### src/hw/rtl/variable_width_integer_alu_unit_macros.svh
// Assertion macros for the variable-width integer ALU.
`ifndef VARIABLE_WIDTH_INTEGER_ALU_UNIT_MACROS_SVH
`define VARIABLE_WIDTH_INTEGER_ALU_UNIT_MACROS_SVH

// Check a property on every clock edge outside reset.
`define VWALU_CHECK(lbl, prop, msg) \
  lbl: assert property (@(posedge clk) disable iff (rst) (prop)) else $error(msg);

// Check that a condition implies a consequence in the next cycle.
`define VWALU_CHECK_NEXT(lbl, cond, cons, msg) \
  lbl: assert property (@(posedge clk) disable iff (rst) (cond) |=> (cons)) else $error(msg);

`endif

### src/hw/rtl/vwalu_pkg.sv
// Shared types and constants for the variable-width integer ALU.
`default_nettype none
package vwalu_pkg;

  localparam int unsigned MaxWidthDefault = 64;
  localparam int unsigned FullBits = 64;

  typedef enum logic [3:0] {
    CMD_ADD = 4'd0,
    CMD_SUB = 4'd1,
    CMD_MUL = 4'd2,
    CMD_DIV = 4'd3,
    CMD_MOD = 4'd4,
    CMD_EQ  = 4'd5,
    CMD_NE  = 4'd6,
    CMD_LT  = 4'd7,
    CMD_LE  = 4'd8,
    CMD_GT  = 4'd9,
    CMD_GE  = 4'd10
  } cmd_e;

  typedef struct packed {
    logic [3:0]          command;
    logic [FullBits-1:0] lhs_value;
    logic [FullBits-1:0] rhs_value;
    logic [6:0]          operand_width;
    logic                signed_op;
  } req_t;

  typedef struct packed {
    logic [FullBits-1:0] result_value;
    logic                divide_by_zero;
  } rsp_t;

  // Control that travels with each transaction down the pipe.
  typedef struct packed {
    logic valid;
    cmd_e cmd;
    logic sgn;
    logic na;
    logic nb;
    logic dz;
  } ctl_t;

endpackage
`default_nettype wire

### src/hw/rtl/vwalu_div_step.sv
// One restoring division step, one quotient bit per pipeline stage.
`default_nettype none
module vwalu_div_step #(
  parameter int unsigned MAX_WIDTH = vwalu_pkg::MaxWidthDefault
) (
  input  wire logic                 clk,
  input  wire logic                 rst,
  input  wire logic                 en,
  input  wire vwalu_pkg::ctl_t      prev_ctl,
  input  wire logic [MAX_WIDTH-1:0] prev_a,
  input  wire logic [MAX_WIDTH-1:0] prev_b,
  input  wire logic [MAX_WIDTH-1:0] prev_msk,
  input  wire logic [MAX_WIDTH-1:0] prev_ub,
  input  wire logic [MAX_WIDTH-1:0] prev_rem,
  input  wire logic [MAX_WIDTH-1:0] prev_dq,
  output vwalu_pkg::ctl_t           ctl,
  output logic [MAX_WIDTH-1:0]      a,
  output logic [MAX_WIDTH-1:0]      b,
  output logic [MAX_WIDTH-1:0]      msk,
  output logic [MAX_WIDTH-1:0]      ub,
  output logic [MAX_WIDTH-1:0]      rem,
  output logic [MAX_WIDTH-1:0]      dq
);
  logic [MAX_WIDTH:0]   shifted;
  logic [MAX_WIDTH:0]   diff;
  logic                 ge;
  logic [MAX_WIDTH-1:0] rem_next;
  logic [MAX_WIDTH-1:0] dq_next;

  // Shift in the next dividend bit and try the subtract
  always_comb begin
    shifted  = {prev_rem, prev_dq[MAX_WIDTH-1]};
    diff     = shifted - {1'b0, prev_ub};
    ge       = (shifted >= {1'b0, prev_ub});
    rem_next = ge ? diff[MAX_WIDTH-1:0] : shifted[MAX_WIDTH-1:0];
    dq_next  = {prev_dq[MAX_WIDTH-2:0], ge};
  end

  // Advance the stage
  always_ff @(posedge clk) begin
    if (rst) begin
      ctl.valid <= 1'b0;
    end else if (en) begin
      ctl.valid <= prev_ctl.valid;
    end
    if (en) begin
      ctl.cmd <= prev_ctl.cmd;
      ctl.sgn <= prev_ctl.sgn;
      ctl.na  <= prev_ctl.na;
      ctl.nb  <= prev_ctl.nb;
      ctl.dz  <= prev_ctl.dz;
      a   <= prev_a;
      b   <= prev_b;
      msk <= prev_msk;
      ub  <= prev_ub;
      rem <= rem_next;
      dq  <= dq_next;
    end
  end
endmodule
`default_nettype wire

### config.mk
export PLATFORM = sky130hd
export DESIGN_NAME = vwalu_div_step
export DESIGN_NICKNAME = d
export VERILOG_FILES = /design/src/hw/rtl/variable_width_integer_alu_unit_macros.svh /design/src/hw/rtl/vwalu_pkg.sv /design/src/hw/rtl/vwalu_div_step.sv
export SDC_FILE = /design/constraint.sdc
export NUM_CORES = 1
export LEC_CHECK = 0
export BUFFER_PORTS_ARGS = -buffer_cell sky130_fd_sc_hd__buf_2
export CELL_PAD_IN_SITES_DETAIL_PLACEMENT = 1
export CELL_PAD_IN_SITES_GLOBAL_PLACEMENT = 1
export CORE_AREA = 2 2 307 309
export DETAILED_ROUTE_END_ITERATION = 8
export DIE_AREA = 0 0 309 311
export MAX_ROUTING_LAYER = met4
export PLACE_DENSITY = 0.5
export SLEW_MARGIN = 20
export SYNTH_ARGS = -nofsm -noshare
export SYNTH_HDL_FRONTEND = slang
export SYNTH_SLANG_ARGS = --single-unit
### constraint.sdc
create_clock -name clk -period 4.2 [get_ports clk]
set_input_delay 0.21 -clock clk [delete_from_list [all_inputs] [get_ports clk]]
set_output_delay 0.21 -clock clk [all_outputs]
set_load 0.03 [all_outputs]
==> results of run 1 <==
registers in the layout, summed over array words and instances (netlist names):
name  flops
a        64
b        64
dq       64
msk      64
rem      64
ub       64
ctl       9
tightest hold or removal path, delay by kind of cell:
| family | cells | cell delay [ns] |
|---|---|---|
| AO/OA/AOI/OAI | 1 | 0.11 |
| buffers and inverters | 1 | 0.14 |
| AND/OR/NAND/NOR | 1 | 0.06 |
cell type report:
| type | instances | area (µm²) | area share, % |
|---|---|---|---|
| flip-flops and latches | 393 | 11790 | 42.61 |
| well taps | 1254 | 1569 | 5.670 |
| clock inverters | 32 | 260.3 | 0.9405 |
| diodes | 29 | 72.57 | 0.2622 |
| inverters | 79 | 296.5 | 1.072 |
| multi-input cells | 641 | 4389 | 15.86 |
| repair buffers | 1204 | 8095 | 29.25 |
| clock buffers | 53 | 1199 | 4.332 |
Yosys cell counts (all sizes together) (12+ instances only):
cell	number
edfxtp	392
a21oi	123
nor2	87
inv	79
ha	64
nand2	60
o21ai	46
a21o	37
xnor2	37
buf	20
xor2	20
mux2	15
nand4	15
clkbuf	14
o21a	12
worst max-delay path by stage:
stage | start | end | slack, ns | cells past startpoint
floorplan | prev_ub[32] | rem[63]$_DFFE_PP_ | 1.27 | 11
global placement | prev_ub[0] | rem[60]$_DFFE_PP_ | 0.35 | 14
detailed placement | prev_ub[0] | rem[60]$_DFFE_PP_ | 0.33 | 14
CTS | prev_ub[0] | rem[60]$_DFFE_PP_ | 0.43 | 15
global route | prev_ub[6] | rem[17]$_DFFE_PP_ | 0.23 | 17
finish | prev_ub[6] | rem[23]$_DFFE_PP_ | 0.45 | 15
per-stage QoR:
stage               area [µm²]  std cells
floorplan                16660       1147
global placement         22270       3184
detailed placement       22270       3184
CTS                      27600       3656
global route             27660       3680
finish                   27670       3685
cell families (layout without fill, tap and decap cells):
group           after synthesis  after routing  synth area share, %
flops                       393            393                70.79
compound gates              278            278                10.88
simple gates                224            224                6.362
buf+inv                     113           1368                2.907
fa+ha+maj                    65             65                4.928
xor+xnor                     57             57                2.997
mux                          17             17                1.134
other cells                   0             29                    0
routing by layer:
metal,vias up,wire length (µm),global-route usage (%)
met5,-,0,-
met4,0,2868,6.895
met3,129,6197,5.020
met2,524,45140,31.81
met1,7250,27590,15.81
li1,6774,-,-
power breakdown:
part	internal, mW	switching, mW
combinational	0.969	1.76
sequential	4.75	0.114
clock	2.24	1.75
timing repair:
item                      in CTS  in global routing
hold endpoints to repair     386                  0
gates resized for setup        0                  0
hold buffers                 387                  0
setup buffers                  0                  0
==> impl_metrics.ini, run 1 <==
[detailed_routing]
ant_nets = 0
drt_wl_total_mm = 81.80
drt_first_pass_iters = 4
drt_iter0_drc = 799
drc_errors = 0
vias = 14680
wl_per_cell_um = 22.20
drt-vias-per-instance = 3.983

[logic_synthesis]
syn_area_per_cell_um2 = 14.52
syn_area_mm2 = 0.01666
async_reset_ff_share_pct = 0
synthFlopType = edfxtp_1
synthCells = 1147
syn_nets = 1608
yosys_warnings = 0
yosysUniqueCellTypes = 67
ys_ff_latch = 393
ys_seq_area_share_pct = 70.79
synthTopCellsByArea = edfxtp_1 (71%), ha_1 (4.8%), a21oi_1 (3.3%)
synth_top_area_share_pct = 70.67
yosys.area.top_type = edfxtp_1
synth_edf_count = 392

[setup_path]
path_cells = dlygate4sd3_1 > buf_2 > inv_1 > ha_1 > a211oi_1 > o211ai_1 > a21boi_1 > a2111oi_4 > buf_4 > nor3_2 > o21ai_2 > a31o_2 > a21o_4 > buf_12 > mux2_1
rrSetupSlack_ns = 3.06
critPathBufInv = 5
cp_top_family = compound AO/OA/AOI/OAI gates
reg2reg_to = ctl[8]$_SDFFE_PP0P_
crit_fanout = 45
startpoint_type = primary input
cp_slowest_cell = dlygate4sd3_1
end_kind = flop
ff2ff_path_depth = 3
crit_path_max_incr_delay_ns = 0.52
critPathKind = in2reg
cp.arrival_ns = 4.10
required_ns = 4.56
rr_startpoint = ctl[8]$_SDFFE_PP0P_

[power]
ir_worst_vdd_mv = 0.2744
power_mw = 11.58
power.density_mw_per_mm2 = 418.4
leakagePower_nw = 11.72

[placement]
port_buffers = 788
dp_slack_ns = 0.3273
gp_congestion = 0.8905
post-dp-hpwl_mm = 65.00

[grt]
antenna_found_initial = 35
grt_pass1_wl_mm = 115.1
first_global_vias = 16390
grt_start_max_net_pins = 97
grt_usage_pct = 16.93
grt_overflow = 0

[clock_tree]
htree_levels = 2
cts_root_buffer = clkbuf_16
clk_latency_ns = 0.60
clockBufferDepth = 3
cts_made_buffers = 47
cts_tree = yes
clk_pin_slew_ns = 0.06
clock-sinks = 393

[sta]
tightest_slew_ns = 0.8910
fmax_mhz = 266.9
finalSetupViolCount = 0
min_period_ns = 3.746
hold_ws_ns = 0.03938
slew_viol_final = 0
grt_setup_unrepaired = no
clock_skew_ns = 0
hold_violations = 0
finalCritPeriodShare_pct = 89.19
slew_headroom_pct = 40.60
setup_tns_ns = 0
setup_slack_ns = 0.4539

[floorplan]
start_util_pct = 17.96
boundaryPins = 789
rows = 112
core_mm2 = 0.09277
dieArea_mm2 = 0.09610
die_h_um = 311
dieWidth_um = 309

[layout]
final_common_cell = buf_2
final_cell_mix = buf_2 (787), edfxtp_1 (392), dlygate4sd3_1 (387)
drive_above_1_share_pct = 38.47
post-route-util_pct = 29.83
area_growth_pct = 66.13
num-nets-final = 2827
fillers = 10500

[run]
maxCapViolCount = 0

[min_path]
hold_end = rem[26]$_DFFE_PP_
min_from = prev_rem[25]
holdCritPathClass = in2reg
hold_depth = 3

[status]
status = completed
Power figures use the tool's default switching activity.
==> run 2, diff against run 1 <==
--- a/config.mk
+++ b/config.mk
@@ -5,14 +5,14 @@
 export SDC_FILE = /design/constraint.sdc
 export NUM_CORES = 1
 export LEC_CHECK = 0
-export BUFFER_PORTS_ARGS = -buffer_cell sky130_fd_sc_hd__buf_2
 export CELL_PAD_IN_SITES_DETAIL_PLACEMENT = 1
 export CELL_PAD_IN_SITES_GLOBAL_PLACEMENT = 1
-export CORE_AREA = 2 2 307 309
+export CORE_AREA = 2 2 303 305
 export DETAILED_ROUTE_END_ITERATION = 8
-export DIE_AREA = 0 0 309 311
+export DIE_AREA = 0 0 305 307
+export DONT_BUFFER_PORTS = 1
 export MAX_ROUTING_LAYER = met4
-export PLACE_DENSITY = 0.5
+export PLACE_DENSITY = 0.41
 export SLEW_MARGIN = 20
 export SYNTH_ARGS = -nofsm -noshare
 export SYNTH_HDL_FRONTEND = slang
==> run 2 against run 1 <==
Compared with the run above: cell area fell by 15%; largest power group unchanged; critical path depth fell by 1; critical path type unchanged; the run now ends with hold timing left; maximum frequency fell by 3.2%; register-to-register slack got worse by 0.30 ns; clock skew did not move; clock-buffer cell count rose by 5; combinational power fell by 53%.
==> impl_metrics.ini, run 2 (same netlist as run 1, synthesis figures left out) <==
[power]
seqPwrFrac_pct = 52.2
swShare_pct = 30.60
ir_worst_vdd_mv = 0.2579
power_mw = 11.00
power.density_mw_per_mm2 = 468.4
internal_power_mw = 7.637
netSwitchingPower_mw = 3.367
leakagePower_nw = 8.535
p_comb_share_pct = 11.6
clkPwrFrac_pct = 36.3

[run]
maxCapViolCount = 0

[status]
failed_checks = hold timing
status = finished with violations

[sta]
tightest_slew_ns = 0.6857
fmax_mhz = 258.5
finalCritPeriodShare_pct = 92.11
grt_setup_unrepaired = no
hold_violations = 158
setup_tns_ns = 0
slew_viol_final = 0
clock_skew_ns = 0
min_period_ns = 3.869
finalSetupViolCount = 0
hold_ws_ns = -0.2759
slew_headroom_pct = 53.90

[floorplan]
boundaryPins = 789
dieArea_mm2 = 0.09364
die_h_um = 307
core_mm2 = 0.09069
dieWidth_um = 305
rows = 111
start_util_pct = 18.37

[setup_path]
rr_startpoint = ctl[8]$_SDFFE_PP0P_
end_kind = flop
startpoint_type = primary input
ff2ff_path_depth = 3
crit_path_max_incr_delay_ns = 0.57
required_ns = 4.56
reg2reg_to = ctl[8]$_SDFFE_PP0P_
cp_top_family = compound AO/OA/AOI/OAI gates
critPathBufInv = 2
critPathKind = in2reg
cp_slowest_cell = dlygate4sd3_1
crit_fanout = 5
cp.arrival_ns = 4.23
rrSetupSlack_ns = 2.76
path_cells = dlygate4sd3_1 > ha_1 > fa_1 > nor2b_1 > o21bai_1 > a21oi_1 > o31ai_2 > buf_4 > o21ai_1 > a31oi_2 > o31ai_1 > a21boi_0 > xnor2_1 > mux2_2

[detailed_routing]
drt_wl_total_mm = 75.60
ant_nets = 0
drc_errors = 0
drt_iter0_drc = 664
drt_first_pass_iters = 5
vias = 11500
wl_per_cell_um = 27.02
drt-vias-per-instance = 4.109

[grt]
antenna_found_initial = 30
grt_pass1_wl_mm = 101.8
grt_overflow = 0
first_global_vias = 12600
grt_usage_pct = 15.95
grt_start_max_net_pins = 394

[layout]
fillers = 9949
post-route-util_pct = 25.91
final_cell_mix = dlygate4sd3_1 (393), edfxtp_1 (392), a21oi_1 (111)
drive_above_1_share_pct = 7.255
final_common_cell = dlygate4sd3_1
num-nets-final = 2025
fin_cells = 2798
area_growth_pct = 41.04

[clock_tree]
clockBufferDepth = 3
clock-sinks = 393
clk_latency_ns = 0.60
clk_pin_slew_ns = 0.06
htree_levels = 2
cts_made_buffers = 47
cts_tree = yes
cts_root_buffer = clkbuf_16
cts_resized = 0
postCtsSetupBuffers = 0
cts_hold_buf = 393

[min_path]
hold_depth = 0
holdCritPathClass = in2reg
min_from = en
hold_end = msk[15]$_DFFE_PP_

[placement]
port_buffers = 0
gp_congestion = 0.7673
post-dp-hpwl_mm = 57.91
dp_cells = 2308
## run 2: metrics by stage
step / cell area (µm²) / worst slack (ns)
3_5_place_dp: 18070 / 0.2209
4_1_cts: 23460 / 0.2801
5_1_grt: 23480 / 0.1399
6_report: 23490 / 0.3313
3_3_place_gp: 18070 / 0.2192
2_1_floorplan: 16660 / 1.273
## run 2: power groups by stage
stage	registers, mW	logic, mW	clock network [mW]
2_1_floorplan	5.67	0.664	0
3_3_place_gp	5.84	0.937	0
3_5_place_dp	5.83	0.941	0
4_1_cts	5.75	1.30	4.15
5_1_grt	5.78	1.40	4.26
6_report	5.74	1.27	3.99
## run 2: worst max path at each step
stage | cells past startpoint | end | slack, ns | startpoint
6_report | 14 | rem[44]$_DFFE_PP_ | 0.33 | prev_ub[0]
5_1_grt | 15 | rem[44]$_DFFE_PP_ | 0.14 | prev_dq[63]
4_1_cts | 14 | rem[52]$_DFFE_PP_ | 0.28 | prev_ub[0]
3_5_place_dp | 14 | rem[52]$_DFFE_PP_ | 0.22 | prev_dq[63]
3_3_place_gp | 14 | rem[58]$_DFFE_PP_ | 0.22 | prev_dq[63]
2_1_floorplan | 11 | rem[63]$_DFFE_PP_ | 1.27 | prev_ub[32]
## run 2: final cells by class
class | instances | area (µm²) | area share (%)
Clock inverter | 26 | 244.0 | 1.039
Tap cell | 1186 | 1484 | 6.316
Multi-Input combinational cell | 641 | 4389 | 18.68
Antenna cell | 13 | 32.53 | 0.1385
Clock buffer | 58 | 1217 | 5.182
Sequential cell | 393 | 11790 | 50.19
Inverter | 79 | 296.5 | 1.262
Timing Repair Buffer | 402 | 4039 | 17.19
## run 2: routing by layer
metal | GRT usage, % | vias up | share of wire, %
li1 | - | 5150 | -
met1 | 14.31 | 5695 | 33
met2 | 30.79 | 514 | 57
met3 | 5.541 | 138 | 8.0
met4 | 5.469 | 0 | 2.7
met5 | - | - | 0
==> run 3, diff against run 2 <==
==> constraint.sdc (replaced) <==
create_clock -name clk -period 4.2 [get_ports clk]
set_input_delay 0.42 -clock clk [delete_from_list [all_inputs] [get_ports clk]]
set_output_delay 0.42 -clock clk [all_outputs]
set_load 0.03 [all_outputs]
==> run 3 against run 2 <==
Compared with the run above: the flow now finishes without violations; via count decreased by 0.55%; critical endpoint is now rem[62]$_DFFE_PP_; largest power group unchanged; maximum frequency increased by 17%; global-route usage is 0.20 points lower.
==> impl_metrics.ini, run 3 (same netlist as run 1, synthesis figures left out) <==
[setup_path]
crit_path_max_incr_delay_ns = 0.61
crit_fanout = 4
startpoint_type = primary input
critPathKind = in2reg
cp_top_family = compound AO/OA/AOI/OAI gates
cp.depth = 14
cp_slowest_cell = o31ai_1
path_cells = inv_1 > ha_1 > fa_1 > nor2b_1 > o21bai_1 > a21oi_1 > o31ai_2 > buf_4 > a21oi_1 > nor3_1 > o31ai_1 > o31ai_1 > xor2_1 > a21oi_2
cp.arrival_ns = 3.65
required_ns = 4.54
end_kind = flop
ff2ff_path_depth = 3
critPathBufInv = 2

[clock_tree]
cts_made_buffers = 48
clk_latency_ns = 0.58
clk_pin_slew_ns = 0.06
clock-sinks = 393
cts_root_buffer = clkbuf_16
postCtsSetupBuffers = 0
clockBufferDepth = 3
cts_tree = yes
cts_hold_buf = 351
htree_levels = 2
cts_resized = 0

[sta]
hold_violations = 0
fmax_mhz = 301.7
grt_setup_unrepaired = no
slew_viol_final = 0
tightest_slew_ns = 0.8468
setup_tns_ns = 0
clock_skew_ns = 0
hold_ws_ns = 0.04726
setup_slack_ns = 0.8855
slew_headroom_pct = 43.55
finalSetupViolCount = 0
min_period_ns = 3.314
finalCritPeriodShare_pct = 78.92

[power]
power_mw = 11.41
ir_worst_vdd_mv = 0.2364
leakagePower_nw = 8.550
power.density_mw_per_mm2 = 488.0

[grt]
grt_start_max_net_pins = 185
antenna_found_initial = 26
grt_overflow = 0
grt_pass1_wl_mm = 101.4
grt_usage_pct = 15.76
first_global_vias = 12450

[layout]
multi_input_area_mm2 = 0.004389
fin_cells = 2774
num-nets-final = 2001
drive_above_1_share_pct = 8.993
area_growth_pct = 40.40
regArea_mm2 = 0.01179
final_common_cell = edfxtp_1
fillers = 9902
final_cell_mix = edfxtp_1 (392), dlygate4sd3_1 (348), a21oi_1 (111)
fin_area_mm2 = 0.02339
post-route-util_pct = 25.79

[floorplan]
dieWidth_um = 305
start_util_pct = 18.37
die_h_um = 307
boundaryPins = 789
dieArea_mm2 = 0.09364
rows = 111
core_mm2 = 0.09069

[placement]
post-dp-hpwl_mm = 57.85
port_buffers = 0
dpl-instance-area_mm2 = 0.01818
dp_cells = 2325
gp_congestion = 0.7723
dp_slack_ns = 0.1515

[min_path]
holdCritPathClass = in2reg
hold_depth = 1

[detailed_routing]
drc_errors = 0
ant_nets = 0
wl_per_cell_um = 27.06
drt_first_pass_iters = 5
drt-vias-per-instance = 4.122
drt_wl_total_mm = 75.07
vias = 11430
drt_iter0_drc = 792

[run]
maxCapViolCount = 0

[status]
status = completed
-- run 3: cell types whose count changed in the layout (fill, tap and decap cells not counted) --
cell / before / now
dlygate4sd3_1: 393 / 348
buf_4: 6 / 24
bufinv_16: 3 / 8
diode_2: 13 / 9
inv_6: 2 / 6
clkinvlp_4: 4 / 1
buf_16: 0 / 2
clkbuf_1: 11 / 10
clkbuf_16: 47 / 48
clkinv_2: 6 / 7
clkinv_4: 2 / 1
clkinv_8: 2 / 1
-- run 3: path summary, 6_finish.rpt --
path | startpoint | end | slack, ns
setup reg to reg | ctl[8]$_SDFFE_PP0P_ | ctl[8]$_SDFFE_PP0P_ | 2.75
hold / removal | prev_rem[52] | rem[53]$_DFFE_PP_ | 0.05
setup / recovery | prev_dq[63] | rem[62]$_DFFE_PP_ | 0.89
hold reg to reg | ctl[8]$_SDFFE_PP0P_ | ctl[8]$_SDFFE_PP0P_ | 1.31
-- run 3: per-layer routing --
metal / track usage, % / part of all wire (%) / up-vias
li1: - / - / 5098
met1: 15.02 / 34 / 5750
met2: 30.60 / 57 / 476
met3: 4.983 / 7.2 / 110
met4: 3.454 / 2.2 / 0
met5: - / 0 / -
-- run 3: final cells by class --
cell class,count,area share [%]
antenna,9,0.09630
clock buffer,58,5.296
clock inverter,31,1.653
inverter,79,1.268
multi-input combinational,641,18.77
sequential,393,50.42
tap,1186,6.345
timing repair buffer,377,16.16
-- run 3: where the power goes --
| part | total, mW | switching [mW] | leakage, nW | internal (mW) |
|---|---|---|---|---|
| Sequential | 5.74 | 0.959 | 3.85 | 4.78 |
| Clock | 4.38 | 1.77 | 0.793 | 2.61 |
| Combinational | 1.29 | 0.697 | 3.91 | 0.597 |
