$ cat src/hw/rtl/variable_width_integer_alu_unit_macros.svh
// Assertion macros for the variable-width integer ALU.
`ifndef VARIABLE_WIDTH_INTEGER_ALU_UNIT_MACROS_SVH
`define VARIABLE_WIDTH_INTEGER_ALU_UNIT_MACROS_SVH

// Check a property on every clock edge outside reset.
`define VWALU_CHECK(lbl, prop, msg) \
  lbl: assert property (@(posedge clk) disable iff (rst) (prop)) else $error(msg);

// Check that a condition implies a consequence in the next cycle.
`define VWALU_CHECK_NEXT(lbl, cond, cons, msg) \
  lbl: assert property (@(posedge clk) disable iff (rst) (cond) |=> (cons)) else $error(msg);

`endif

$ cat src/hw/rtl/vwalu_pkg.sv
// Shared types and constants for the variable-width integer ALU.
`default_nettype none
package vwalu_pkg;

  localparam int unsigned MaxWidthDefault = 64;
  localparam int unsigned FullBits = 64;

  typedef enum logic [3:0] {
    CMD_ADD = 4'd0,
    CMD_SUB = 4'd1,
    CMD_MUL = 4'd2,
    CMD_DIV = 4'd3,
    CMD_MOD = 4'd4,
    CMD_EQ  = 4'd5,
    CMD_NE  = 4'd6,
    CMD_LT  = 4'd7,
    CMD_LE  = 4'd8,
    CMD_GT  = 4'd9,
    CMD_GE  = 4'd10
  } cmd_e;

  typedef struct packed {
    logic [3:0]          command;
    logic [FullBits-1:0] lhs_value;
    logic [FullBits-1:0] rhs_value;
    logic [6:0]          operand_width;
    logic                signed_op;
  } req_t;

  typedef struct packed {
    logic [FullBits-1:0] result_value;
    logic                divide_by_zero;
  } rsp_t;

  // Control that travels with each transaction down the pipe.
  typedef struct packed {
    logic valid;
    cmd_e cmd;
    logic sgn;
    logic na;
    logic nb;
    logic dz;
  } ctl_t;

endpackage
`default_nettype wire

$ cat src/hw/rtl/vwalu_prep.sv
// Operand preparation stage: width clamp, mask, sign extension, magnitudes.
`default_nettype none
module vwalu_prep #(
  parameter int unsigned MAX_WIDTH = vwalu_pkg::MaxWidthDefault
) (
  input  wire logic                 clk,
  input  wire logic                 rst,
  input  wire logic                 en,
  input  wire logic                 req_valid,
  input  wire vwalu_pkg::req_t      req,
  output vwalu_pkg::ctl_t           ctl,
  output logic [MAX_WIDTH-1:0]      a,
  output logic [MAX_WIDTH-1:0]      b,
  output logic [MAX_WIDTH-1:0]      msk,
  output logic [MAX_WIDTH-1:0]      ua,
  output logic [MAX_WIDTH-1:0]      ub
);
  localparam int unsigned IW = (MAX_WIDTH > 1) ? $clog2(MAX_WIDTH) : 1;
  localparam logic [6:0] MW7 = 7'(MAX_WIDTH);

  logic [6:0]           w;
  logic [6:0]           top;
  logic [MAX_WIDTH-1:0] m;
  logic [MAX_WIDTH-1:0] am;
  logic [MAX_WIDTH-1:0] bm;
  logic [MAX_WIDTH-1:0] a_next;
  logic [MAX_WIDTH-1:0] b_next;
  logic                 na;
  logic                 nb;

  // Clamp width, cut operands and extend the sign
  always_comb begin
    if (req.operand_width == 7'd0) begin
      w = 7'd1;
    end else if (req.operand_width > MW7) begin
      w = MW7;
    end else begin
      w = req.operand_width;
    end
    top = w - 7'd1;
    m = {MAX_WIDTH{1'b1}} >> (MW7 - w);
    am = req.lhs_value[MAX_WIDTH-1:0] & m;
    bm = req.rhs_value[MAX_WIDTH-1:0] & m;
    a_next = (req.signed_op && am[top[IW-1:0]]) ? (am | ~m) : am;
    b_next = (req.signed_op && bm[top[IW-1:0]]) ? (bm | ~m) : bm;
    na = req.signed_op && a_next[MAX_WIDTH-1];
    nb = req.signed_op && b_next[MAX_WIDTH-1];
  end

  // Register the prepared transaction
  always_ff @(posedge clk) begin
    if (rst) begin
      ctl.valid <= 1'b0;
    end else if (en) begin
      ctl.valid <= req_valid;
    end
    if (en) begin
      ctl.cmd <= vwalu_pkg::cmd_e'(req.command);
      ctl.sgn <= req.signed_op;
      ctl.na  <= na;
      ctl.nb  <= nb;
      ctl.dz  <= (b_next == '0);
      a   <= a_next;
      b   <= b_next;
      msk <= m;
      ua  <= na ? -a_next : a_next;
      ub  <= nb ? -b_next : b_next;
    end
  end
endmodule
`default_nettype wire

$ cat config.mk
export PLATFORM = sky130hd
export DESIGN_NAME = vwalu_prep
export DESIGN_NICKNAME = d
export VERILOG_FILES = /design/src/hw/rtl/variable_width_integer_alu_unit_macros.svh /design/src/hw/rtl/vwalu_pkg.sv /design/src/hw/rtl/vwalu_prep.sv
export SDC_FILE = /design/constraint.sdc
export NUM_CORES = 1
export LEC_CHECK = 0
export BUFFER_PORTS_ARGS = -buffer_cell sky130_fd_sc_hd__buf_4
export CELL_PAD_IN_SITES_DETAIL_PLACEMENT = 0
export CELL_PAD_IN_SITES_GLOBAL_PLACEMENT = 1
export CORE_ASPECT_RATIO = 0.8
export CORE_MARGIN = 2
export CORE_UTILIZATION = 30
export CTS_BUF_LIST = sky130_fd_sc_hd__clkbuf_8
export DETAILED_ROUTE_END_ITERATION = 6
export GPL_ROUTABILITY_DRIVEN = 0
export PLACE_DENSITY = 0.64
export SETUP_SLACK_MARGIN = 0.1
export SLEW_MARGIN = 10
export SYNTH_ARGS = -nofsm -noshare
export SYNTH_HDL_FRONTEND = slang
export SYNTH_SLANG_ARGS = --single-unit
export TNS_END_PERCENT = 30
$ cat constraint.sdc
create_clock -name clk -period 9.2 [get_ports clk]
set_input_delay 1.84 -clock clk [delete_from_list [all_inputs] [get_ports clk]]
set_output_delay 1.84 -clock clk [all_outputs]
set_load 0.05 [all_outputs]
==> results of run 1 <==
worst max path at each step:
stage	slack (ps)	endpoint
after floorplan	530	ua[50]$_DFFE_PP_
after global placement	360	ua[50]$_DFFE_PP_
after detailed placement	160	ua[50]$_DFFE_PP_
after CTS	860	ua[50]$_DFFE_PP_
after global routing	210	ua[50]$_DFFE_PP_
final	610	ua[50]$_DFFE_PP_
critical path: stages:
cell and delay, ps:
buf_4 170, nor3_1 390, a21o_1 190, inv_1 60, ha_1 330, inv_1 160, ha_1 240, buf_4 210
clkinv_1 220, o2111ai_2 350, and3_1 320, a31oi_1 170, o21ai_0 120, and3b_1 220, a311oi_1 630, a31o_2 230
o21a_1 160, ha_1 180, nand3_1 140, nor3_2 350, nand4_1 260, nor3_1 300, o21ai_1 170, nor4_4 900
nand4_1 250, o31ai_1 310, xnor2_1 90
report_power, final:
part / switching (µW) / leakage (µW) / total, µW / internal (µW)
Sequential: 92.5 / 0.00318 / 2040 / 1950
Clock: 652 / 0.000572 / 1340 / 689
Combinational: 1640 / 0.00589 / 2240 / 603
flip-flops by register name (all words and copies together) (netlist names):
signal	flops
msk	64
ua	63
a	64
ub	63
ctl	9
b	64
through the flow:
step	hold slack [ps]	instance area, µm²
after global placement	477.4	22740
after CTS	519.3	23840
after global routing	530.1	23850
after floorplan	732.6	18130
after detailed placement	500.9	22740
final	516.1	23850
area by class of cell:
class                      count  area, µm²  share of cell area
clock buffer                  56      770.7             0.03231
multi-input combinational   1201       7684              0.3221
sequential                   327       9809              0.4112
clock inverter                43      325.3             0.01364
timing repair buffer         534       4029              0.1689
inverter                      65      244.0             0.01023
tap                          779      974.7             0.04086
antenna                        7      17.52           0.0007343
cells in the mapped netlist (11+ instances only):
master,instances,area [µm²]
mux2i_1,14,140.1
a21oi_1,130,650.6
nand2_1,214,803.3
o21ai_0,102,510.5
a211oi_1,13,97.59
inv_1,58,217.7
o21ai_1,12,60.06
nand3_1,53,265.3
xnor2_1,61,534.3
clkbuf_1,43,161.4
a41oi_1,11,96.34
nor3_1,18,90.09
nand2b_1,11,68.82
o31ai_1,16,120.1
a221oi_1,14,122.6
o211ai_1,19,142.6
and3_1,17,106.4
mux2_2,24,270.3
nor2_1,105,394.1
o21a_1,14,105.1
xor2_1,64,560.5
a22oi_1,15,112.6
and2_1,19,118.9
buf_2,29,145.1
a31oi_1,42,262.8
nand4_1,17,106.4
edfxtp_1,326,9789
cell families after synthesis:
family / count (synthesis)
compound gates: 504
flops: 327
mux: 39
xor+xnor: 125
simple gates: 526
buf+inv: 151
fa+ha+maj: 7
layer usage:
layer | GRT usage | routed length, µm | up-vias
li1 | - | - | 7384
met5 | 0 | 105 | -
met4 | 0.09660 | 3179 | 16
met2 | 0.4344 | 40610 | 1140
met1 | 0.3568 | 35820 | 8492
met3 | 0.08584 | 9491 | 221
==> summary.md, run 1 <==
| Metric | Value |
|---|---|
| All-layer global routing usage | 0.2753 |
| Reg2reg end | ctl[8]$_SDFFE_PP0P_ |
| Synth-to-layout area growth | 31.56% |
| Peak Freq | 0.1164 GHz |
| Syn Area/Cell | 10.80 µm² |
| Tcrit/Tclk final | 0.9340 |
| Die width | 278.9 µm |
| Die Span Y | 223.9 µm |
| IO buf count | 472 |
| DRT Pass-1 Iters | 6 |
| Post-synthesis mux area share | 0.02388 |
| Clock tree sinks | 327 |
| Reg2reg setup slack | 8610 ps |
| Clock tree buffer depth | 3 |
| Clock-pin slew on the worst setup and hold paths | 70 ps |
| Worst IR Drop VDD | 0.1409 mV |
| # DRC | 0 |
| Worst slack at placement | 156.9 ps |
| WP data arrival | 8980 ps |
| Layout cells sized above 1 | 0.3149 |
| Worst hold path startpoint | ctl[8]$_SDFFE_PP0P_ |
| Status | completed |
| Yosys cell types | 110 |
| Compound-Gate Fraction of Synth Area | 0.1906 |
| Post-Synthesis Cells | 1,679 |
| Final hold vios | 0 |
| RSZ-0062 raised after global routing | no |
| Clock skew | 0 ps |
| Adder-cell share of the synthesized area | 0.004830 |
| Total Power | 5623 µW |
| Post-synthesis xor/xnor area fraction | 0.06038 |
| Pwr dens | 235.7 nW/µm² |
| Post-synth EDFFs | 326 |
| Number of cell rows | 80 |
| Worst R2R Path Depth | 2 |
| CP endpoint kind | flop |
| Largest net degree at the start of global routing | 170 |
| Worst setup SP type | input port |
| CTS tree | yes |
| Primary FF master, synth | edfxtp_1 |
| CTS buffer count | 56 |
| Max-slew violations | 0 |
| Dpl cells | 2,906 |
| Final setup fails | 0 |
| Post-Syn Area | 18,130 µm² |
| WHS Path Cells | 2 |
| CTS Hold Bufs | 0 |
| Min-Delay Path Class | reg2reg |
| Fin crit period | 8593 ps |
| Nets | 2,336 |
| Average wire per standard cell | 29.62 µm |
| Largest family of logic cells by synthesized area | compound AO/OA/AOI/OAI gates |
| Initial antenna violation count | 14 |
| Initial Utilization | 0.3039 |
| Crit Path Category | in2reg |
| Max-Cap Viols | 0 |
| Clock root cell | clkbuf_8 |
| WL final | 89.21 mm |
| Skew-Pair Late Insertion Delay | 660 ps |
| Crit-path max FO | 18 |
| Setup bufs post-CTS | 0 |
| Layout fillers | 5,983 |
| Fin cells | 3,012 |
| Most common cell after layout, fill and taps aside | buf_4 |
| Slew headroom | 0.09694 |
| Register bit count reported by yosys | 327 |
| LEAKAGE | 0.009640 µW |
| Antenna Nets Post-Route | 0 |
| YS warnings | 0 |
| Fin worst setup slack | 607.4 ps |
| Cts repair resizes | 0 |
| Total negative slack | 0 ps |
| I/O pins | 473 |
| Global-route wire length before repair | 123.4 mm |
| Simple-gate share of the synthesized area | 0.1430 |
| Critical Path RT | 9590 ps |
| H-Tree Depth | 2 |
| Vias in the first global route | 16,958 |
| Endpoint, Worst Hold | ctl[8]$_SDFFE_PP0P_ |
| Commonest non-fill, non-tap cells in the layout | buf_4 (532), edfxtp_1 (326), nand2_1 (214), a21oi_1 (130), nor2_1 (105) |
| Post-synth net total | 1,830 |
| Tightest Pin Transition | 1355 ps |
| Core Util, Final | 0.3999 |
| Vias post-DR | 17,253 |
| Detailed Place HPWL | 69.24 mm |
| Core ar. | 59,660 µm² |
| Async S/R FF share, synth | 0 |
| Crit path from | req[5] |
| DR iter-0 viols | 2,234 |
| Grt total ovfl | 0 |
| Vias per std cell | 5.728 |
| Register area share after synthesis | 0.5410 |
| Die area | 62,440 µm² |
| Critical R2R Launch | ctl[8]$_SDFFE_PP0P_ |
No activity file was read; power rests on OpenSTA's default activity.
==> run 2: changes to the inputs <==
ABC_AREA = 1   (was unset)
CORE_MARGIN = unset   (was 2)
PLACE_DENSITY = unset   (was 0.64)
PLACE_DENSITY_LB_ADDON = 0.25   (was unset)
==> summary.md, run 2 <==
| Metric | Value |
|---|---|
| Crit Path Category | in2reg |
| Cts repair resizes | 0 (unchanged) |
| Nets | 3,072 (+32%) |
| Synth-to-layout area growth | 28.24% |
| WL final | 91.52 mm (+2.6%) |
| Area after DPL | 23,760 µm² (+4.5%) |
| CP Buf/Inv Count | 7 (+2) |
| WP data arrival | 7890 ps (-1090 ps) |
| Crit-path max FO | 36 (+18) |
| Yosys cell types | 41 (-63%) |
| Design area | 24,900 µm² (+4.4%) |
| Largest net degree at the start of global routing | 140 (-18%) |
| Layout cells sized above 1 | 0.2224 (-0.09254) |
| CP endpoint kind | flop |
| Post-synth top area share | 0.5043 (-0.03563) |
| Commonest non-fill, non-tap cells in the layout | nand2_1 (862), buf_4 (500), nor2_1 (341), edfxtp_1 (326), nand3_1 (264) |
| Min-Delay Path Class | reg2reg |
| Most used cell, CP | nand2_1 |
| Post-Synthesis Cells | 2,437 (+45%) |
| Worst setup SP type | input port |
| Vias in the first global route | 18,305 (+7.9%) |
| Slew headroom | 0.2663 (+0.1694) |
| Syn Area/Cell | 7.966 µm² (-26%) |
| Cell family with most CP delay | simple AND/OR/NAND/NOR gates |
| Post-synthesis mux area share | 0.0005156 (-0.02336) |
| LEAKAGE | 0.01123 µW (+17%) |
| Final setup fails | 0 (unchanged) |
| Clock skew | 0 ps (unchanged) |
| Vias post-DR | 19,474 (+13%) |
| RSZ-0062 raised after global routing | no |
| Total Power | 6270 µW (+12%) |
| Post-synth EDFFs | 326 (unchanged) |
| # DRC | 0 (unchanged) |
| Initial Utilization | 0.3030 (-0.0009612) |
| Primary FF master, synth | edfxtp_1 |
| CTS tree | yes |
| Die area | 65,740 µm² (+5.3%) |
| Slowest-stage cell, CP | nor2_1 |
| Clock root cell | clkbuf_8 |
| Core ar. | 64,080 µm² (+7.4%) |
| Status | completed |
| Die width | 286.4 µm (+2.7%) |
| Min Hold Slack | 514.9 ps (-1.293 ps) |
| YS warnings | 0 (unchanged) |
| Initial antenna violation count | 12 (-2) |
| Pwr dens | 251.8 nW/µm² (+6.8%) |
| Top cells by area, synth | edfxtp_1 (50%), nand2_1 (17%), nand3_1 (6.8%), nor2_1 (6.6%), inv_1 (4.5%) |
| Critical Path RT | 9600 ps (about the same) |
| Setup bufs post-CTS | 0 (unchanged) |
| IO buf count | 472 (unchanged) |
| Worst IR Drop VDD | 0.09657 mV (-31%) |
| Dpl cells | 3,711 (+28%) |
| Compound-Gate Fraction of Synth Area | 0.02256 (-0.1680) |
| Tcrit/Tclk final | 0.8141 (-0.1199) |
| Commonest cells post-synth | nand2_1 (863), nor2_1 (341), edfxtp_1 (326), nand3_1 (264), inv_1 (234) |
| Simple-gate share of the synthesized area | 0.3578 (+0.2148) |
| Post-Syn Area | 19,410 µm² (+7.1%) |
| Skew-Pair Late Insertion Delay | 640 ps (-20 ps) |
| DR iter-0 viols | 2,332 (+4.4%) |
| Number of cell rows | 83 (+3.8%) |
| Register bit count reported by yosys | 327 (unchanged) |
| Peak Freq | 0.1335 GHz (+15%) |
| Die Span Y | 229.5 µm (+2.5%) |
| Antenna Nets Post-Route | 0 (unchanged) |
| Total negative slack | 0 ps (unchanged) |
| Async S/R FF share, synth | 0 (unchanged) |
| Average wire per standard cell | 23.95 µm (-19%) |
| Clock tree buffer depth | 3 (unchanged) |
| Grt total ovfl | 0 (unchanged) |
| Max-Cap Viols | 0 (unchanged) |
| DRT Pass-1 Iters | 6 (unchanged) |
| All-layer global routing usage | 0.2697 (-0.005588) |
| Fin cells | 3,821 (+27%) |
| Detailed Place HPWL | 72.77 mm (+5.1%) |
| I/O pins | 473 (unchanged) |
| CP max stage delay | 650 ps (-250 ps) |
| Global-route wire length before repair | 127.8 mm (+3.6%) |
| Vias per std cell | 5.097 (-11%) |
| Clock tree sinks | 327 (unchanged) |
| Adder-cell share of the synthesized area | 0.004511 (-0.0003188) |
| Tightest Pin Transition | 1100 ps (-254.1 ps) |
| Fin crit period | 7490 ps (-1103 ps) |
| H-Tree Depth | 2 (unchanged) |
| Register area share after synthesis | 0.5053 (-0.03570) |
| Most numerous cell in the Yosys netlist | nand2_1 |
| CTS buffer count | 58 (+3.6%) |
| CTS Hold Bufs | 0 (unchanged) |
| Most common cell after layout, fill and taps aside | nand2_1 |
| Final hold vios | 0 (unchanged) |
| Clock-pin slew on the worst setup and hold paths | 60 ps (about the same) |
| Largest regs | a: 64 flops, b: 64 flops, msk: 64 flops |
| Max-slew violations | 0 (unchanged) |
| Post-synthesis xor/xnor area fraction | 0.03474 (-0.02564) |
| Post-synth net total | 2,588 (+41%) |
| Largest family of logic cells by synthesized area | simple AND/OR/NAND/NOR gates |
| Area leader, netlist | edfxtp_1 |
[run 2: changes by cell type in the layout (fill, tap and decap cells not counted), moves of 31 or more]
cell | previous run | this run
a21oi_1 | 130 | 6
a31oi_1 | 41 | 0
buf_4 | 532 | 500
inv_1 | 65 | 248
nand2_1 | 214 | 862
nand3_1 | 53 | 264
nand4_1 | 17 | 97
nor2_1 | 105 | 341
o21ai_0 | 102 | 18
xor2_1 | 64 | 33
[run 2: tightest hold or removal path: stages, from the launching register on]
cell and delay (ps):
dfxtp_1 330, mux2i_1 70, nor2_1 80
[run 2: kinds of logic after synthesis]
group,Yosys count
compound gates,69
xor+xnor,77
fa+ha+maj,7
buf+inv,328
flops,327
mux,1
simple gates,1628
[run 2: worst paths after layout]
path                            slack [ps]             endpoint                 from  cells past startpoint
worst max register to register        8610  ctl[8]$_SDFFE_PP0P_  ctl[8]$_SDFFE_PP0P_                      2
worst max-delay path                  1710      ub[6]$_DFFE_PP_               req[7]                     29
worst min register to register         510  ctl[8]$_SDFFE_PP0P_  ctl[8]$_SDFFE_PP0P_                      2
worst min-delay path                   510  ctl[8]$_SDFFE_PP0P_  ctl[8]$_SDFFE_PP0P_                      2
[run 2: report_power, final]
| group | total [µW] | switching (µW) | leakage (µW) | internal (µW) |
|---|---|---|---|---|
| sequential | 2110 | 121 | 0.00317 | 1990 |
| combinational | 2790 | 2090 | 0.00744 | 699 |
| clock | 1370 | 656 | 0.000625 | 710 |
[run 2: through the flow]
step	setup slack, ps	util
floorplan	2935	-
global placement	1244	0.3708
detailed placement	1234	0.3708
CTS	1941	0.3884
global route	1219	0.3885
finish	1710	0.3885
[run 2: per-layer routing]
layer,share of wire,vias up,GRT usage
met5,0.0010,-,0
met2,0.44,1002,0.4131
met1,0.42,9348,0.3638
li1,-,8956,-
met4,0.027,16,0.07938
met3,0.10,152,0.08227
[run 2: cell type report]
cell class                      instances  area [µm²]
Clock inverter                         48       315.3
Multi-Input combinational cell       1782        8159
Fill cell                            6652       39180
Timing Repair Buffer                  502        3789
Antenna cell                            3       7.507
Sequential cell                       327        9809
Tap cell                              850        1064
Inverter                              250       940.9
Clock buffer                           59       812.0
==> run 3: changes to the inputs <==
clock period = 7 ns   (was 9.2 ns; I/O delays follow)
==> summary.md, run 3 (synthesis gave the netlist of run 2 again) <==
| Metric | Value |
|---|---|
| Status | completed |
| Total Power | 8360 µW (+33%) |
| Final hold vios | 0 (unchanged) |
| CP endpoint kind | flop |
| Fin crit period | 6647 ps |
| WP data arrival | 7050 ps (-840 ps) |
| Clock tree buffer depth | 3 (unchanged) |
| Clock skew | 0 ps (unchanged) |
| Antenna Nets Post-Route | 0 (unchanged) |
| Most common cell after layout, fill and taps aside | nand2_1 |
| Total negative slack | 0 ps (unchanged) |
| Skew-Pair Late Insertion Delay | 650 ps (about the same) |
| Nets | 3,093 (+0.68%) |
| IO buf count | 472 (unchanged) |
| WL final | 91.53 mm (about the same) |
| CP max stage delay | 460 ps (-190 ps) |
| RSZ-0062 raised after global routing | no |
| Int Power | 4584 µW (+35%) |
| Slowest-stage cell, CP | o21ai_2 |
| Most used cell, CP | nand2_1 |
| Crit-path max FO | 38 (+5.6%) |
| Slew headroom | 0.3915 (+0.1252) |
| Clock root cell | clkbuf_8 |
| Number of cell rows | 83 (unchanged) |
| Commonest non-fill, non-tap cells in the layout | nand2_1 (862), buf_4 (515), nor2_1 (341), edfxtp_1 (326), nand3_1 (264) |
| Detailed Place HPWL | 73.22 mm (+0.62%) |
| DRT Pass-1 Iters | 7 (+1) |
| DR iter-0 viols | 2,143 (-8.1%) |
| All-layer global routing usage | 0.2693 (-0.0003759) |
| Initial antenna violation count | 18 (+6) |
| Worst IR Drop VDD | 0.1328 mV (+38%) |
| CTS tree | yes |
| Average wire per standard cell | 23.78 µm (-0.74%) |
| Clock power share | 0.224 (+0.006) |
| Flop pwr share | 0.330 (-0.007) |
| LEAKAGE | 0.01140 µW (+1.5%) |
| Layout cells sized above 1 | 0.2304 (+0.008063) |
| Min-Delay Path Class | reg2reg |
| Tcrit/Tclk final | 0.9495 |
| H-Tree Depth | 2 (unchanged) |
| Clock-pin slew on the worst setup and hold paths | 60 ps (about the same) |
| Core ar. | 64,080 µm² (unchanged) |
| P_sw | 3776 µW (+32%) |
| Final setup fails | 0 (unchanged) |
| I/O pins | 473 (unchanged) |
| Min Hold Slack | 503.6 ps (-11.26 ps) |
| Vias in the first global route | 18,404 (+0.54%) |
| CTS Hold Bufs | 0 (unchanged) |
| Die width | 286.4 µm (unchanged) |
| Pwr dens | 331.3 nW/µm² (+32%) |
| Switching share of power | 0.4517 (-0.005876) |
| Layout fillers | 6,711 (+0.89%) |
| Vias post-DR | 19,571 (+0.50%) |
| Max-Cap Viols | 0 (unchanged) |
| Global-route wire length before repair | 127.6 mm (-0.11%) |
| Peak Freq | 0.1504 GHz |
| Critical Path RT | 7400 ps (-2200 ps) |
| Die area | 65,740 µm² (unchanged) |
| Worst setup SP type | input port |
| CTS buffer count | 57 (-1.7%) |
| Vias per std cell | 5.083 (-0.26%) |
| Max-slew violations | 0 (unchanged) |
| Clock tree sinks | 327 (unchanged) |
| Crit Path Category | in2reg |
| Combinational cell fraction of total power | 0.446 (about the same) |
| Cts repair resizes | 0 (unchanged) |
| Largest regs | a: 64 flops, b: 64 flops, msk: 64 flops |
| Largest net degree at the start of global routing | 126 (-10%) |
| # DRC | 0 (unchanged) |
| Setup bufs post-CTS | 0 (unchanged) |
| Grt total ovfl | 0 (unchanged) |
| Tightest Pin Transition | 912.8 ps (-187.7 ps) |
| Die Span Y | 229.5 µm (unchanged) |
| Initial Utilization | 0.3030 (unchanged) |
| Synth-to-layout area growth | 29.99% |
## run 3: cell types whose count changed in the layout (fill, tap and decap cells not counted)
cell and change:
buf_12 +7, bufinv_16 +2, clkinv_1 -5, clkinv_4 +2, clkinv_2 +2, buf_4 +15
diode_2 +7, clkinvlp_4 +1, inv_1 -2
## run 3: per-layer routing
| metal | vias to the layer above | GRT usage | wire (µm) |
|---|---|---|---|
| met3 | 163 | 0.08207 | 10050 |
| met2 | 1092 | 0.4165 | 41060 |
| met1 | 9287 | 0.3636 | 38100 |
| met5 | - | 0 | 142 |
| met4 | 20 | 0.07002 | 2181 |
| li1 | 9009 | - | - |
## run 3: critical path, delay by kind of cell
family,cells,cell delay [ps]
AOI/OAI and AO/OA,1,460
buffers and inverters,6,870
adders and majority gates,2,590
and+or+nand+nor,24,3690
## run 3: final cells by class
| type | count | area, µm² | area share |
|---|---|---|---|
| antenna | 10 | 25.02 | 0.0009916 |
| tap | 850 | 1064 | 0.04214 |
| clock inverter | 48 | 384.1 | 0.01522 |
| clock buffer | 59 | 812.0 | 0.03218 |
| timing repair buffer | 524 | 4041 | 0.1601 |
| sequential | 327 | 9809 | 0.3887 |
| multi-input combinational | 1782 | 8159 | 0.3233 |
| inverter | 250 | 940.9 | 0.03728 |
## run 3: power groups by stage
stage          sequential (µW)  combinational, µW  clock [µW]
6_report                  2760               3730        1870
5_1_grt                   2790               3920        1980
4_1_cts                   2780               3690        1910
3_5_place_dp              2810               3670           0
3_3_place_gp              2810               3680           0
2_1_floorplan             3890               1280           0
## run 3: path summary, 6_finish.rpt
kind	start	end	slack [ps]	cells past startpoint
max reg2reg	ctl[8]$_SDFFE_PP0P_	ctl[8]$_SDFFE_PP0P_	6410	2
min reg2reg	ctl[8]$_SDFFE_PP0P_	ctl[8]$_SDFFE_PP0P_	500	2
min	ctl[8]$_SDFFE_PP0P_	ctl[8]$_SDFFE_PP0P_	500	2
max	req[5]	ub[45]$_DFFE_PP_	350	33
## run 3: per-stage QoR
step	std cells	area (µm²)	setup WS, ps	utilization
after detailed placement	3733	24010	41.54	0.3748
after global routing	3844	25220	158.5	0.3936
final	3850	25240	353.2	0.3938
after floorplan	2437	19410	1175	-
after global placement	3733	24010	24.77	0.3748
after CTS	3840	25210	731.5	0.3935
